File: src/hw/rtl/pcs_pkg.sv
// ----------------------------------------------------------------------------
// pcs_pkg
// Shared types and constants of the portfolio candidate scorer.
// ----------------------------------------------------------------------------
package pcs_pkg;

   localparam int WEIGHT_FIELDS   = 5;
   localparam int MAX_ASSETS_DEF  = 5;
   localparam int N_TRACK         = 3;
   localparam int W_IDX_W         = 3;
   localparam int DIV_NW          = 50;
   localparam int DIV_DW          = 32;

   localparam logic [2:0]         COUNT_RESET = 3'd5;
   localparam logic signed [31:0] RATE_RESET  = 32'sd167772;
   localparam logic [31:0]        RISK_SENT   = 32'hFFFF_FFFF;
   localparam logic [31:0]        METRIC_SENT = 32'h8000_0000;

   localparam logic CSR_ASSET_COUNT = 1'b0;
   localparam logic CSR_RISK_FREE   = 1'b1;

   typedef enum logic [1:0] {
      KIND_LOAD  = 2'd0,
      KIND_EVAL  = 2'd1,
      KIND_CLEAR = 2'd2,
      KIND_READ  = 2'd3
   } kind_type;

   typedef enum logic [1:0] {
      ST_OK        = 2'd0,
      ST_ZERO_SUM  = 2'd1,
      ST_ZERO_RISK = 2'd2,
      ST_BAD_INDEX = 2'd3
   } status_type;

   typedef enum logic [4:0] {
      S_IDLE,
      S_EXEC,
      S_NORM_GO,
      S_NORM_WAIT,
      S_RET_RD,
      S_RET_MUL,
      S_RET_ACC,
      S_RET_FIN,
      S_VAR_RD,
      S_VAR_MUL,
      S_VAR_ACC,
      S_VAR_ROW,
      S_VAR_ADD,
      S_VAR_FIN,
      S_SQRT_WAIT,
      S_SHP_GO,
      S_SHP_WAIT,
      S_TRACK,
      S_DONE
   } state_type;

   typedef struct packed {
      logic              start;
      logic [DIV_NW-1:0] dividend;
      logic [DIV_DW-1:0] divisor;
   } div_req_type;

   typedef struct packed {
      logic              done;
      logic [DIV_NW-1:0] quotient;
   } div_rsp_type;

endpackage

File: src/hw/rtl/pcs_div.sv
// ----------------------------------------------------------------------------
// pcs_div
// Restoring divider, one quotient bit per cycle.
// ----------------------------------------------------------------------------
module pcs_div (
   input  logic                 clock,
   input  logic                 reset,
   input  pcs_pkg::div_req_type req,
   output pcs_pkg::div_rsp_type rsp
);

   localparam int CW = $clog2(pcs_pkg::DIV_NW);

   logic                       busy_ff, busy_in;
   logic                       done_ff, done_in;
   logic [CW-1:0]              cnt_ff, cnt_in;
   logic [pcs_pkg::DIV_NW-1:0] num_ff, num_in;
   logic [pcs_pkg::DIV_DW-1:0] rem_ff, rem_in;
   logic [pcs_pkg::DIV_DW-1:0] den_ff, den_in;
   logic [pcs_pkg::DIV_DW:0]   rem_sh;
   logic [pcs_pkg::DIV_DW+1:0] diff;
   logic                       ge;

   always_comb begin
      rem_sh  = {rem_ff, num_ff[pcs_pkg::DIV_NW-1]};
      diff    = {1'b0, rem_sh} - {2'b00, den_ff};
      ge      = ~diff[pcs_pkg::DIV_DW+1];
      busy_in = busy_ff;
      done_in = 1'b0;
      cnt_in  = cnt_ff;
      num_in  = num_ff;
      rem_in  = rem_ff;
      den_in  = den_ff;
      if (req.start) begin
         busy_in = 1'b1;
         cnt_in  = CW'(pcs_pkg::DIV_NW - 1);
         num_in  = req.dividend;
         rem_in  = '0;
         den_in  = req.divisor;
      end else if (busy_ff) begin
         num_in = {num_ff[pcs_pkg::DIV_NW-2:0], ge};
         rem_in = ge ? diff[pcs_pkg::DIV_DW-1:0] : rem_sh[pcs_pkg::DIV_DW-1:0];
         cnt_in = cnt_ff - 1'b1;
         if (cnt_ff == '0) begin
            busy_in = 1'b0;
            done_in = 1'b1;
         end
      end
   end

   always_ff @(posedge clock) begin
      if (reset) begin
         busy_ff <= 1'b0;
         done_ff <= 1'b0;
      end else begin
         busy_ff <= busy_in;
         done_ff <= done_in;
      end
      cnt_ff <= cnt_in;
      num_ff <= num_in;
      rem_ff <= rem_in;
      den_ff <= den_in;
   end

   assign rsp.done     = done_ff;
   assign rsp.quotient = num_ff;

endmodule

File: config.mk
export PLATFORM = sky130hd
export DESIGN_NAME = pcs_div
export DESIGN_NICKNAME = d
export VERILOG_FILES = /design/src/hw/rtl/pcs_pkg.sv /design/src/hw/rtl/pcs_div.sv
export SDC_FILE = /design/constraint.sdc
export NUM_CORES = 1
export LEC_CHECK = 0
export BUFFER_PORTS_ARGS = -buffer_cell sky130_fd_sc_hd__buf_2
export CAP_MARGIN = 20
export CORE_AREA = 2 2 152 154
export DETAILED_ROUTE_END_ITERATION = 7
export DIE_AREA = 0 0 154 156
export SYNTH_ARGS = -nofsm -noshare
export SYNTH_HDL_FRONTEND = slang
export SYNTH_SLANG_ARGS = --single-unit
File: constraint.sdc
create_clock -name clock -period 4 [get_ports clock]
set_input_delay 0.2 -clock clock [delete_from_list [all_inputs] [get_ports clock]]
set_output_delay 0.2 -clock clock [all_outputs]
set_load 0.1 [all_outputs]
# Yosys cells after proc, flatten, opt, wreduce, memory -nomap -nowiden
# Index checks and enable logic that the tools add are counted.
dict set report totals {
  ff_bits 122
  latch_bits 0
  mem_bits_rw 0
  rom_bits 0
  input_bits 85
  out_inout_bits 51
  elab_cells 20
  mem_count 0
}
dict set report classes {
  n_addsub 2
  mul 0
  n_div 0
  magnitude_cmp 0
  n_eq_ne 0
  n_shift 0
  n_mux 7
  n_bitwise 2
  n_reduce_logical 3
}
# operator n
set ops {}
lappend ops {{two-way mux 50 bit} 2}
lappend ops {{subtractor 33 x 32 -> 34 bit} 1}
lappend ops {{two-way mux 32 bit} 1}
lappend ops {{logical NOT 6 bit} 1}
lappend ops {{subtractor 6 x 1 -> 6 bit (second input constant)} 1}
lappend ops {{two-way mux 1 bit} 4}
lappend ops {{OR reduction 3 bit} 1}
lappend ops {{inverter 1 bit} 2}
lappend ops {{nonzero test 2 bit} 1}

# Longest topological paths before layout
dict set report depth {
  ltp_word 4
  mapped_depth 13
  ltp_nobuf 12
}

# Worst setup path after synthesis
# Ideal clock, no wire load.
dict set report synth_path {
  path_kind {register to register}
  startpoint {reg num_ff[49] (netlist bit)}
  endpoint {reg rem_ff[10] (netlist bit)}
  setup_ns 0.091
  t_arrival_ns 3.459
  required_ns 3.909
  slack_ns 0.450
  path_stages_with_launch 12
  n_path_buf 1
  period_less_slack_ns 3.550
  path_cell_list {edfxtp_1 inv_1 ha_1 nor2b_1 o2111ai_1 a211o_1 and3_1 or3_4 and2_4 buf_6 or4_1 a311oi_1}
}
dict set report synth_via {
  elab_chain_cells 2
}
# item line_no
set synth_lines {}
lappend synth_lines {{from (decl)} pcs_div.sv:17} ;# logic [pcs_pkg::DIV_NW-1:0] num_ff, num_in;
lappend synth_lines {{from (signal assigned)} pcs_div.sv:60} ;# num_ff <= num_in;
lappend synth_lines {{subtractor 33 x 32 -> 34 bit} pcs_div.sv:26} ;# diff = {1'b0, rem_sh} - {2'b00, den_ff};
lappend synth_lines {{two-way mux 32 bit} pcs_div.sv:42} ;# rem_in = ge ? diff[pcs_pkg::DIV_DW-1:0] : rem_sh[pcs_pkg::DIV_DW-1:0];
lappend synth_lines {{to (signal assigned)} pcs_div.sv:61} ;# rem_ff <= rem_in;
lappend synth_lines {{to (decl)} pcs_div.sv:18} ;# logic [pcs_pkg::DIV_DW-1:0] rem_ff, rem_in;
# No other way between the ends.
# A chain may end at the register's enable or synchronous reset.

# Final worst setup path
dict set report layout_path {
  startpoint {reg num_ff[49] (netlist bit)}
  endpoint {reg rem_ff[20] (netlist bit)}
}
# Same word-level chain as after synthesis.

==> qor.csv <==
metric;value;unit
switch share;0.343;
vias in the first global route;5447;
sequential share of power;0.387;
startpoint types;register;
Global Route Usage Sum;0.147;
worst r2r dst;rem_ff[20];
Post-Route WL;17000;µm
initial antenna violation count;0;
grt ovf;0;
Syn Inst Count;632;
initial core utilization;0.295;
outcome;complete, no violations;
fill count;2222;
via count;5377;
Clk pwr share;0.366;
drt pass-1 iters;5;
Arrival @ worst endpoint;3.64;ns
Seq/Total Area, Yosys;0.494;
DP Wirelength;12200;µm
max capacitance violation total;0;
commonest non-fill, non-tap cell in the layout;buf_2;
setup tns final;0;ns
post-synthesis cell area;6600;µm²
Synth Register Bits;122;
final setup fails;0;
DRC violations left;0;
Sw Pwr;1360;µW
worst min path class;in -> reg;
WP data required;4.27;ns
hold path cells;2;
ys flop type;edfxtp_1;
internal power;2600;µW
setup slack, reg-to-reg;0.63;ns
Power Dens Cells;467;nW/µm²
Worst slew margin;0.402;
routed vias/inst;4.91;
Die ar.;24000;µm²
Least-Margin Pin Slew;0.897;ns
P&R area growth vs syn;28.1;%
dpl cells;1029;
setup ws final;0.635;ns
Logic pwr share;0.247;
TritonCTS Sinks;122;
largest net degree at the start of global routing;74;
Post-synth EDFFs;82;
global-route wire length before repair;27900;µm
Final nets;917;
Setup WS pre-CTS;0.670;ns
H-Tree Depth;4;
clock buffer count from CTS;17;
commonest cells after routing, fill and taps aside;buf_2 (134), edfxtp_1 (82), nand2_1 (69);
synth warn;0;
final hold vios;0;
achievable clock frequency;297;MHz
GPL Wtd Cong;0.855;
post-CTS resize count;0;
Ant. Diodes;0;
Avg Cell Area, Syn;10.4;µm²
CTS Root Cell;clkbuf_16;
FF-to-FF path depth;12;
CTS clk-pin slew, worst paths;0.06;ns
I/O pin count;136;
layout cell share with drive strength beyond 1;0.283;
Final ANT Viol Nets;0;
CP Class;reg -> reg;
Avg WL per Cell;15.6;µm
Die W;154;µm
PortBufs;135;
final worst path period need;3.37;ns
Non-Filler Instances;1095;
syn_nets;752;
Hold Path Sink;num_ff[6];
Core Footprint;22400;µm²
Synth cell types;57;
hold path startpoint;req[38];
max-slew violations;0;
fin util;0.378;
RSZ-0062 raised after global routing;false;
clk_lat worst skew;0.42;ns
row count;55;
Worst R2R Start;num_ff[49];
Bufs on Longest Clock Path;2;
clk_skew;0.0136;ns
crit-path max FO;5;
leak pwr;0.00352;µW
DR iter-0 viols;308;
VDD IR max;289;µV
Tcrit/Tclk final;0.841;
critical path endpoint category;register;
CTS tree;built;
Die Height;156;µm
Synth async-reset ratio;0;
## final cells by class
type | count | area [µm²] | area share
Sequential cell | 122 | 3260 | 0.386
Multi-Input combinational cell | 435 | 3040 | 0.359
Timing Repair Buffer | 176 | 1080 | 0.128
Clock buffer | 17 | 425 | 0.0503
Tap cell | 285 | 357 | 0.0422
Inverter | 45 | 169 | 0.0200
Clock inverter | 15 | 128 | 0.0151
## stage by stage
step	area, µm²	hold slack (ns)	total power, µW
finish	8460	0.0783	3950
CTS	8440	0.0650	3990
global route	8460	0.0703	4130
global placement	7560	0.378	2500
floorplan	6600	0.272	2300
detailed placement	7560	0.378	2500
## flip-flops by register name, indices dropped and copies added, names as in the netlist
signal and flops:
num_ff 50, done_ff 1, den_ff 32, cnt_ff 6, busy_ff 1, rem_ff 32
## worst max-delay path, cell delays in order (launching register included)
cell and delay (ns):
edfxtp_1 0.37, inv_1 0.09, ha_1 0.17, inv_1 0.06, fa_1 0.40, a21o_1 0.21, a221oi_1 0.48, nor2_1 0.19
o21ai_0 0.56, a21oi_1 0.18, or3_1 0.34, nand3_1 0.09, a311oi_1 0.09
## power by group through the flow
stage | clock network [µW] | logic (µW) | registers [µW]
after detailed placement | 0 | 947 | 1550
after global placement | 0 | 947 | 1550
after floorplan | 0 | 373 | 1920
after CTS | 1480 | 975 | 1530
after global routing | 1540 | 1050 | 1540
final | 1450 | 977 | 1530
## cell families (layout without fill, tap and decap cells)
group	Yosys count	in the layout	synth area share
AOI/OAI and AO/OA	145	145	0.147
xor gates and xnor gates	26	26	0.0345
adders and majority gates	35	35	0.0675
buffers and inverters	75	253	0.0457
DFF	122	122	0.494
muxes	51	51	0.0868
and+or+nand+nor	178	178	0.125
## worst max-delay path by stage
stage                          start          to  cells after the start
after floorplan           num_ff[49]  rem_ff[10]                     11
after global placement    num_ff[49]  rem_ff[24]                     12
after detailed placement  num_ff[49]  rem_ff[24]                     12
after CTS                 num_ff[49]  rem_ff[24]                     12
after global routing      num_ff[49]  rem_ff[20]                     12
final                     num_ff[49]  rem_ff[20]                     12
## layer usage
metal  wire length, µm  GRT usage
met4               490     0.0676
met3              1320     0.0500
met1              7580      0.184
met5                 0          0
met2              7660      0.229
## Yosys cell counts (all sizes together), types with 3 or more instances
library cell / instances / area share
mux2: 50 / 0.085
a311oi: 20 / 0.027
nand3: 11 / 0.0083
xnor2: 16 / 0.021
and2: 4 / 0.0042
a32oi: 7 / 0.0093
xor2: 10 / 0.013
and3: 7 / 0.0066
o211ai: 6 / 0.0068
a211oi: 4 / 0.0045
o31ai: 4 / 0.0045
o21ai: 27 / 0.020
o21a: 5 / 0.0057
dfxtp: 40 / 0.12
nand2b: 3 / 0.0028
nor4: 3 / 0.0028
nand2: 69 / 0.039
edfxtp: 82 / 0.37
inv: 45 / 0.026
ha: 34 / 0.064
nand4: 7 / 0.0066
nor3: 9 / 0.0068
or3: 6 / 0.0064
a21o: 14 / 0.016
or4: 3 / 0.0034
buf: 7 / 0.0068
nor2: 46 / 0.026
a21oi: 38 / 0.029
a31oi: 6 / 0.0057
clkbuf: 23 / 0.013
nor2b: 4 / 0.0038
## what timing repair did
action                    CTS  global route
hold buffers               33             0
buffers inserted            0             0
hold endpoints to repair   34             0
Note: power is estimated with default switching activity, not from simulation.
