### src/hw/rtl/pcs_mem.sv
// ----------------------------------------------------------------------------
// pcs_mem
// Mean and covariance table: one write port, one registered read port.
// Entries never written read as zero.
// ----------------------------------------------------------------------------
module pcs_mem #(
   parameter int DEPTH = 30,
   parameter int AW    = 5
) (
   input  logic          clock,
   input  logic          reset,
   input  logic          wr_en,
   input  logic [AW-1:0] wr_addr,
   input  logic [31:0]   wr_data,
   input  logic [AW-1:0] rd_addr,
   output logic [31:0]   rd_data
);

   logic [31:0]      mem [DEPTH];
   logic [DEPTH-1:0] valid_ff;
   logic [31:0]      rd_raw_ff;
   logic             rd_valid_ff;

   always_ff @(posedge clock) begin
      if (wr_en) begin
         mem[wr_addr] <= wr_data;
      end
      rd_raw_ff <= mem[rd_addr];
   end

   always_ff @(posedge clock) begin
      if (reset) begin
         valid_ff    <= '0;
         rd_valid_ff <= 1'b0;
      end else begin
         if (wr_en) begin
            valid_ff[wr_addr] <= 1'b1;
         end
         rd_valid_ff <= valid_ff[rd_addr];
      end
   end

   assign rd_data = rd_valid_ff ? rd_raw_ff : 32'd0;

endmodule

### config.mk
export PLATFORM = sky130hd
export DESIGN_NAME = pcs_mem
export DESIGN_NICKNAME = d
export VERILOG_FILES = /design/src/hw/rtl/pcs_mem.sv
export SDC_FILE = /design/constraint.sdc
export NUM_CORES = 1
export LEC_CHECK = 0
export BUFFER_PORTS_ARGS = -buffer_cell sky130_fd_sc_hd__buf_2
export CORE_MARGIN = 3
export CORE_UTILIZATION = 52
export CTS_CLUSTER_DIAMETER = 40
export CTS_CLUSTER_SIZE = 28
export DETAILED_ROUTE_END_ITERATION = 16
export HOLD_SLACK_MARGIN = 0.06
export PLACE_DENSITY = 0.68
export SLEW_MARGIN = 20
export SYNTH_ARGS = -nofsm -noshare
export SYNTH_HDL_FRONTEND = slang
export SYNTH_SLANG_ARGS = --single-unit
### constraint.sdc
create_clock -name clock -period 3.3 [get_ports clock]
set_input_delay 0.165 -clock clock [delete_from_list [all_inputs] [get_ports clock]]
set_output_delay 0.165 -clock clock [all_outputs]
set_load 0.02 [all_outputs]
Word-level counts from Yosys, hierarchy flattened
Memories as Yosys holds them, arrays and structs flattened. A register that Yosys moved wholly into a read port is not among the register bits.
Index checks and enable logic that the tools add are counted.
{"block": "word_totals", "reg_bits": 31, "latchBits": 0, "ramBits": 960, "romBits": 0, "in_bits": 45, "out_inout_bits": 32, "word_cells": 15, "mem_count": 1}
{"block": "op_classes", "add_sub_neg": 0, "multipliers": 0, "div_mod_pow": 0, "magnitude_cmp": 3, "eq_ne": 0, "shifts": 0, "n_mux": 7, "n_bitwise": 1, "n_reduce_logical": 1}
{"name": "mem", "depth": 30, "width": 32, "rd": 1, "rd_clocked_by_memory_dff": 1, "write_ports": 1, "line": "19", "source": "logic [31:0] mem [DEPTH];"}
{"operator": "$mux 32", "n": 1}
{"operator": "$or 30x30->30", "n": 1}
{"operator": "$lt 5x6->1 const B", "n": 2}
{"operator": "$bmux 1 s5", "n": 1}
{"operator": "$demux 1 s5", "n": 1}
{"operator": "$ge 5x1->1 const B", "n": 1}
{"operator": "$mux 1", "n": 4}
{"operator": "$logic_and 1x1->1", "n": 1}

Depth between registers and ports, before layout
Gate-level depths: netlist (run 1).
{"block": "logic_depth", "ltp_word": 5, "ltp_mapped": 8, "ltp_nobuf": 4}

Worst setup path after synthesis (run 1)
Ideal clock, no wire load.
{"block": "synth_path", "path_type": "input to register", "start": "input wr_addr[1]", "end": "memory mem[12][0] (enable)", "setup_ns": 0.423, "t_arrival_ns": 2.208, "required_ns": 2.877, "path_slack_ns": 0.669, "cell_stages": 3, "n_path_buf": 1, "path_cell_list": "or3b_2 -> clkbuf_1 -> nor2_1"}
{"element": "from (decl)", "line": "13", "source": "input logic [AW-1:0] wr_addr,"}
{"element": "to (decl)", "line": "19"}
Straight into the memory's write port.

Worst setup path in the final report (run 1)
{"block": "layout_path", "start": "register rd_valid_ff", "end": "output rd_data[5]"}
{"block": "layout_between", "elab_chain_len": 1}
{"element": "from (decl)", "line": "22", "source": "logic rd_valid_ff;"}
{"element": "from (signal assigned)", "line": "39", "source": "rd_valid_ff <= valid_ff[rd_addr];"}
{"element": "$mux 32", "line": "43", "source": "assign rd_data = rd_valid_ff ? rd_raw_ff : 32'd0;"}
{"element": "to (decl)", "line": "16", "source": "output logic [31:0] rd_data"}
No other way between the ends.

==> flow_summary.ini, run 1 <==
[setup_path]
crit_path_end_kind = output pin
critical_path_arrival_ns = 2.08
required_ns = 3.13
cp-start-kind = flop
path_class = reg -> out
crit_fanout = 32
startpoint = rd_valid_ff
r2r_start = valid_ff[17]
reg2reg_slack_ns = 1.41

[clocking]
clk_pin_slew_ns = 0.06
worst_skew_pair.late_latency_ns = 0.68
cts_max_level = 3
cts.sinks = 1023
cts_buffer_depth = 3
cts_root_buf = clkbuf_16
cts_buffers = 117
post_cts_buffers = 0
cts_tree = done

[power]
power_density_nw_per_um2 = 639
seqPwrFrac_pct = 49.9
power_frac_clock_pct = 45.7
internal_power_mw = 22.8
leakage_nw = 15.5
power_switching_mw = 6.20
peakVddDrop_mv = 0.674
comb_power_share_pct = 4.4
p_sw_share_pct = 21.4

[final_layout]
drive_gt1_share_pct = 19.6
regArea_sq_um = 30100
final_area_sq_um = 45300
multi_input_area_sq_um = 8420
layout.nets = 2303
fill_cells = 5123
syn2layout_area_growth_pct = 16.1

[hold_path]
hold_path.class = in -> reg
hold_start = rd_addr[2]

[drt]
drc = 0
routedWlPerCell_um = 26.8
ant_nets = 0
vias = 20000
dr.pass1.iters = 5
viasPerCell = 6.03
routed_wl_mm = 89.1
drtIter0Drc = 1788

[global_route]
grt_max_degree = 66
first_global_vias = 20400
grt_use_total_pct = 22.9
grt_overflow = 0
grt_pass1_wl_mm = 132
grt_antenna_before_repair = 1

[placed_design]
gp_congestion = 0.779
placed_cell_area_sq_um = 40900
port_buffers = 76
dp_hpwl_mm = 49.0

[sta]
fin_setup_tns_ns = 0
clock_skew_ns = 0.0418
post-route-period-util_pct = 68.1
setup-violations-final = 0
relSlewSlack_pct = 30.5
slew_viol_final = 0
rsz0062_at_grt = false
worst_pin_slew_ns = 1.04
max_freq_ghz = 0.445
hold_viol = 0
period_needed_ns = 2.25

[logic_synthesis]
yosysMostFrequentCell = edfxtp_1
syn_inst = 2077
synth-seq-cells = 1023
synthFlopType = edfxtp_1
avgSynthCellArea_sq_um = 18.8
yosys.area.top_type = edfxtp_1
synth_edf_count = 960
synthArstFlopShare_pct = 0
synth_top_area_share_pct = 73.9
synth_commonest_cells = edfxtp_1 (960), mux2i_1 (354), a22oi_1 (194)
yosysUniqueCellTypes = 29
ys_seq_area_share_pct = 77.1
ys_warn_count = 0
synth_area_sq_um = 39000
synth.area.top_cells = edfxtp_1 (74%), mux2i_1 (9.1%), mux4_2 (3.9%), a22oi_1 (3.7%), dfxtp_1 (3.2%)
synth_nets = 2122

[outcome]
outcome = finished clean

[floorplanning]
die_h_um = 280
pin_count = 77
row_count = 99
start_util_pct = 53.0
coreArea_sq_um = 73700
die_w_um = 280
dieArea_sq_um = 78400

[job]
cap_violations = 0
-- state kept, by name, indices dropped and copies added, names as in the netlist --
signal and cells:
mem 960, rd_raw_ff 32, rd_valid_ff 1, valid_ff 30
-- power groups by stage --
stage	combinational, mW	clock [mW]	sequential (mW)
CTS	1.28	13.4	14.5
floorplan	0.758	0	14.7
global route	1.36	14.0	14.5
detailed placement	1.24	0	14.7
global placement	1.21	0	14.7
finish	1.27	13.2	14.5
-- per-stage QoR --
stage          power [mW]  setup WS [ns]  hold slack, ns  util (%)  std cells
2_1_floorplan        15.5          0.669           0.264         -       2077
3_3_place_gp         15.9           1.07           0.443      55.5       3062
3_5_place_dp         16.0           1.02           0.459      55.5       3062
4_1_cts              29.2          0.984          0.0944      61.5       3319
5_1_grt              29.8          0.948           0.131      61.5       3319
6_report             29.0           1.05           0.138      61.5       3320
-- routing by layer --
| metal | share of wire, % | vias to the layer above | track usage, % |
|---|---|---|---|
| li1 | - | 8769 | - |
| met1 | 41 | 10400 | 31.7 |
| met2 | 50 | 718 | 38.2 |
| met3 | 7.0 | 108 | 3.59 |
| met4 | 2.1 | 0 | 6.38 |
| met5 | 0 | - | 0 |
-- final timing paths --
path                  end  cells after the start
max reg2reg   rd_valid_ff                      5
max            rd_data[5]                      2
min          rd_raw_ff[1]                      4
min reg2reg  valid_ff[18]                      2
-- critical path: stages (launching register included) --
cell and delay, ns:
dfxtp_2 0.87, and2_1 0.33, buf_2 0.20
-- cell type report --
class                           count  area share, %
Clock inverter                     88           2.30
Sequential cell                  1023           66.4
Multi-Input combinational cell    933           18.6
Timing Repair Buffer              183           3.36
Clock buffer                      133           6.70
Antenna cell                        1        0.00552
Tap cell                          959           2.65
-- cell usage in the layout (no fill, tap or decap), types with 9 or more instances in the layout --
master,Yosys,final
dfxtp_1,63,62
inv_6,0,18
and2_1,35,32
clkbuf_16,0,117
buf_4,19,53
nand3_1,98,98
clkinv_1,0,9
nand4_1,32,32
dlygate4sd3_1,0,36
nor2_1,93,61
buf_2,23,74
clkinvlp_4,0,9
clkbuf_1,48,11
nand2_1,33,33
buf_12,2,19
mux2i_1,354,354
clkinv_4,0,16
edfxtp_1,960,960
nor2_4,0,32
bufinv_16,0,15
mux4_2,67,67
a22oi_1,194,194
clkinv_2,0,14
-- cells by family (layout without fill, tap and decap cells) --
group	count (synthesis)	in the layout	share of synthesized area [%]
flops	1023	1023	77.1
mux	427	427	13.2
simple gates	308	308	3.86
compound gates	198	198	3.82
buf+inv	121	404	2.03
other cells	0	1	0
-- what timing repair did --
item	4_1_cts	5_1_grt
hold endpoints to repair	994	0
resized for setup	0	0
hold buffers	36	0
Note: power is estimated with default switching activity, not from simulation.
==> run 2: changes to the inputs <==
--- a/config.mk
+++ b/config.mk
@@ -12,7 +12,7 @@
 export CTS_CLUSTER_SIZE = 28
 export DETAILED_ROUTE_END_ITERATION = 16
 export HOLD_SLACK_MARGIN = 0.06
-export PLACE_DENSITY = 0.68
+export PLACE_DENSITY = 0.71
 export SLEW_MARGIN = 20
 export SYNTH_ARGS = -nofsm -noshare
 export SYNTH_HDL_FRONTEND = slang
==> constraint.sdc (replaced) <==
create_clock -name clock -period 2 [get_ports clock]
set_input_delay 0.1 -clock clock [delete_from_list [all_inputs] [get_ports clock]]
set_output_delay 0.1 -clock clock [all_outputs]
set_load 0.02 [all_outputs]
==> flow_summary.ini, run 2 (same netlist as run 1, synthesis figures left out) <==
[outcome]
outcome = finished clean

[setup_path]
required_ns = 1.90
critical_path_arrival_ns = 1.77
cp.depth = 3
max_stage_delay_ns = 0.52
worst-path-buf-inv = 2
ff2ff_path_depth = 3
r2r_start = mem[10][21]
cp-start-kind = flop
critical-path-slowest-cell = dfxtp_4
critical_path.top_delay_family = flip-flops
crit_path_end_kind = output pin
path_class = reg -> out
crit_fanout = 18
crit_chain = buf_12 -> and2_1 -> buf_2
startpoint = rd_valid_ff

[floorplanning]
pin_count = 77
die_w_um = 280
dieArea_sq_um = 78400
row_count = 99
die_h_um = 280
start_util_pct = 53.0
coreArea_sq_um = 73700

[drt]
routed_wl_mm = 93.4
routedWlPerCell_um = 27.7
ant_nets = 0
drtIter0Drc = 2133
vias = 20600
dr.pass1.iters = 6
drc = 0
viasPerCell = 6.10

[final_layout]
top_register = mem
layout_common_cells = edfxtp_1 (960), mux2i_1 (354), a22oi_1 (194)
drive_gt1_share_pct = 21.8
syn2layout_area_growth_pct = 18.4
multi_input_area_sq_um = 8420
largest_register_ffs = 960
fill_cells = 4901
final_area_sq_um = 46200
regArea_sq_um = 30100
final_core_util_pct = 62.7
final_common_cell = edfxtp_1
layout.nets = 2355
top_regs = mem: 960 flops, rd_raw_ff: 32 flops, valid_ff: 30 flops

[clocking]
cts_buffers = 114
cts.sinks = 1023
cts_max_level = 3
cts_tree = done
worst_skew_pair.late_latency_ns = 0.67
cts_root_buf = clkbuf_16
clk_pin_slew_ns = 0.06
cts_buffer_depth = 3
post_cts_buffers = 0

[power]
power_switching_mw = 10.6
report.power.total_mw = 47.4
p_sw_share_pct = 22.3
peakVddDrop_mv = 0.773
seqPwrFrac_pct = 50.3
internal_power_mw = 36.8
comb_power_share_pct = 4.8
power_density_nw_per_um2 = 1030
power_frac_clock_pct = 44.9
leakage_nw = 15.9

[placed_design]
dp_hpwl_mm = 54.4
placed_cell_area_sq_um = 41900
gp_congestion = 0.793
port_buffers = 76

[global_route]
grt_overflow = 0
grt_use_total_pct = 24.0
grt_max_degree = 49
first_global_vias = 21000
grt_pass1_wl_mm = 137
grt_antenna_before_repair = 1

[sta]
worst_pin_slew_ns = 0.827
clock_skew_ns = 0.0312
fin_setup_tns_ns = 0
holdWs_ns = 0.102
max_freq_ghz = 0.535
rsz0062_at_grt = false
slew_viol_final = 0
relSlewSlack_pct = 44.8
hold_viol = 0
setup-violations-final = 0
post-route-period-util_pct = 93.4
period_needed_ns = 1.87

[hold_path]
hold_path.class = in -> reg
min_delay_path_depth = 5
hold_start = rd_addr[3]

[job]
cap_violations = 0
run 2: cell types whose count changed in the layout (fill, tap and decap cells not counted), sizes merged:
| cell | change |
|---|---|
| buf | +58 |
| dlygate4sd3 | -3 |
| clkinv | -4 |
| bufinv | -6 |
| inv | +12 |
| clkinvlp | +1 |
| clkbuf | -8 |
| diode | +1 |
run 2: final timing paths:
| check | slack, ns | endpoint |
|---|---|---|
| max reg2reg | 0.49 | rd_raw_ff[21] |
| max | 0.13 | rd_data[9] |
| min reg2reg | 0.46 | valid_ff[24] |
| min | 0.10 | rd_valid_ff |
run 2: timing repair:
item	in CTS	in global routing
gates resized for setup	1	0
hold buffers	33	0
endpoints found under the hold margin	990	0
endpoints found under the setup margin	16	0
run 2: layer usage:
| metal | GRT usage (%) | vias to the layer above | wire length [um] |
|---|---|---|---|
| met5 | 0 | - | 0 |
| met4 | 8.25 | 0 | 2680 |
| met3 | 5.15 | 170 | 8480 |
| met2 | 38.6 | 954 | 45400 |
| met1 | 32.9 | 10600 | 36800 |
| li1 | - | 8865 | - |
run 2: per-stage QoR:
stage / worst slack (ns) / instances
3_3_place_gp: 0.0129 / 3120
6_report: 0.131 / 3371
2_1_floorplan: -0.458 / 2077
4_1_cts: 0.0774 / 3369
5_1_grt: 0.0562 / 3369
3_5_place_dp: 0.0220 / 3120
run 2: layout make-up:
cell class / instances / area share (%)
Multi-Input combinational cell: 933 / 18.2
Clock inverter: 91 / 2.21
Antenna cell: 2 / 0.0108
Tap cell: 959 / 2.60
Sequential cell: 1023 / 65.1
Timing Repair Buffer: 238 / 5.45
Clock buffer: 125 / 6.40
run 2: tightest hold or removal path, stage by stage:
cell and delay, ns:
buf_2 0.10, buf_4 0.16, mux2i_1 0.14, a221o_1 0.17, a31oi_1 0.05
run 2: power by group through the flow:
stage / Sequential (mW) / Clock, mW / Combinational, mW
detailed placement: 24.3 / 0 / 2.20
finish: 23.9 / 21.3 / 2.27
global route: 23.9 / 22.5 / 2.41
global placement: 24.3 / 0 / 2.14
CTS: 23.9 / 21.6 / 2.27
floorplan: 24.2 / 0 / 1.26
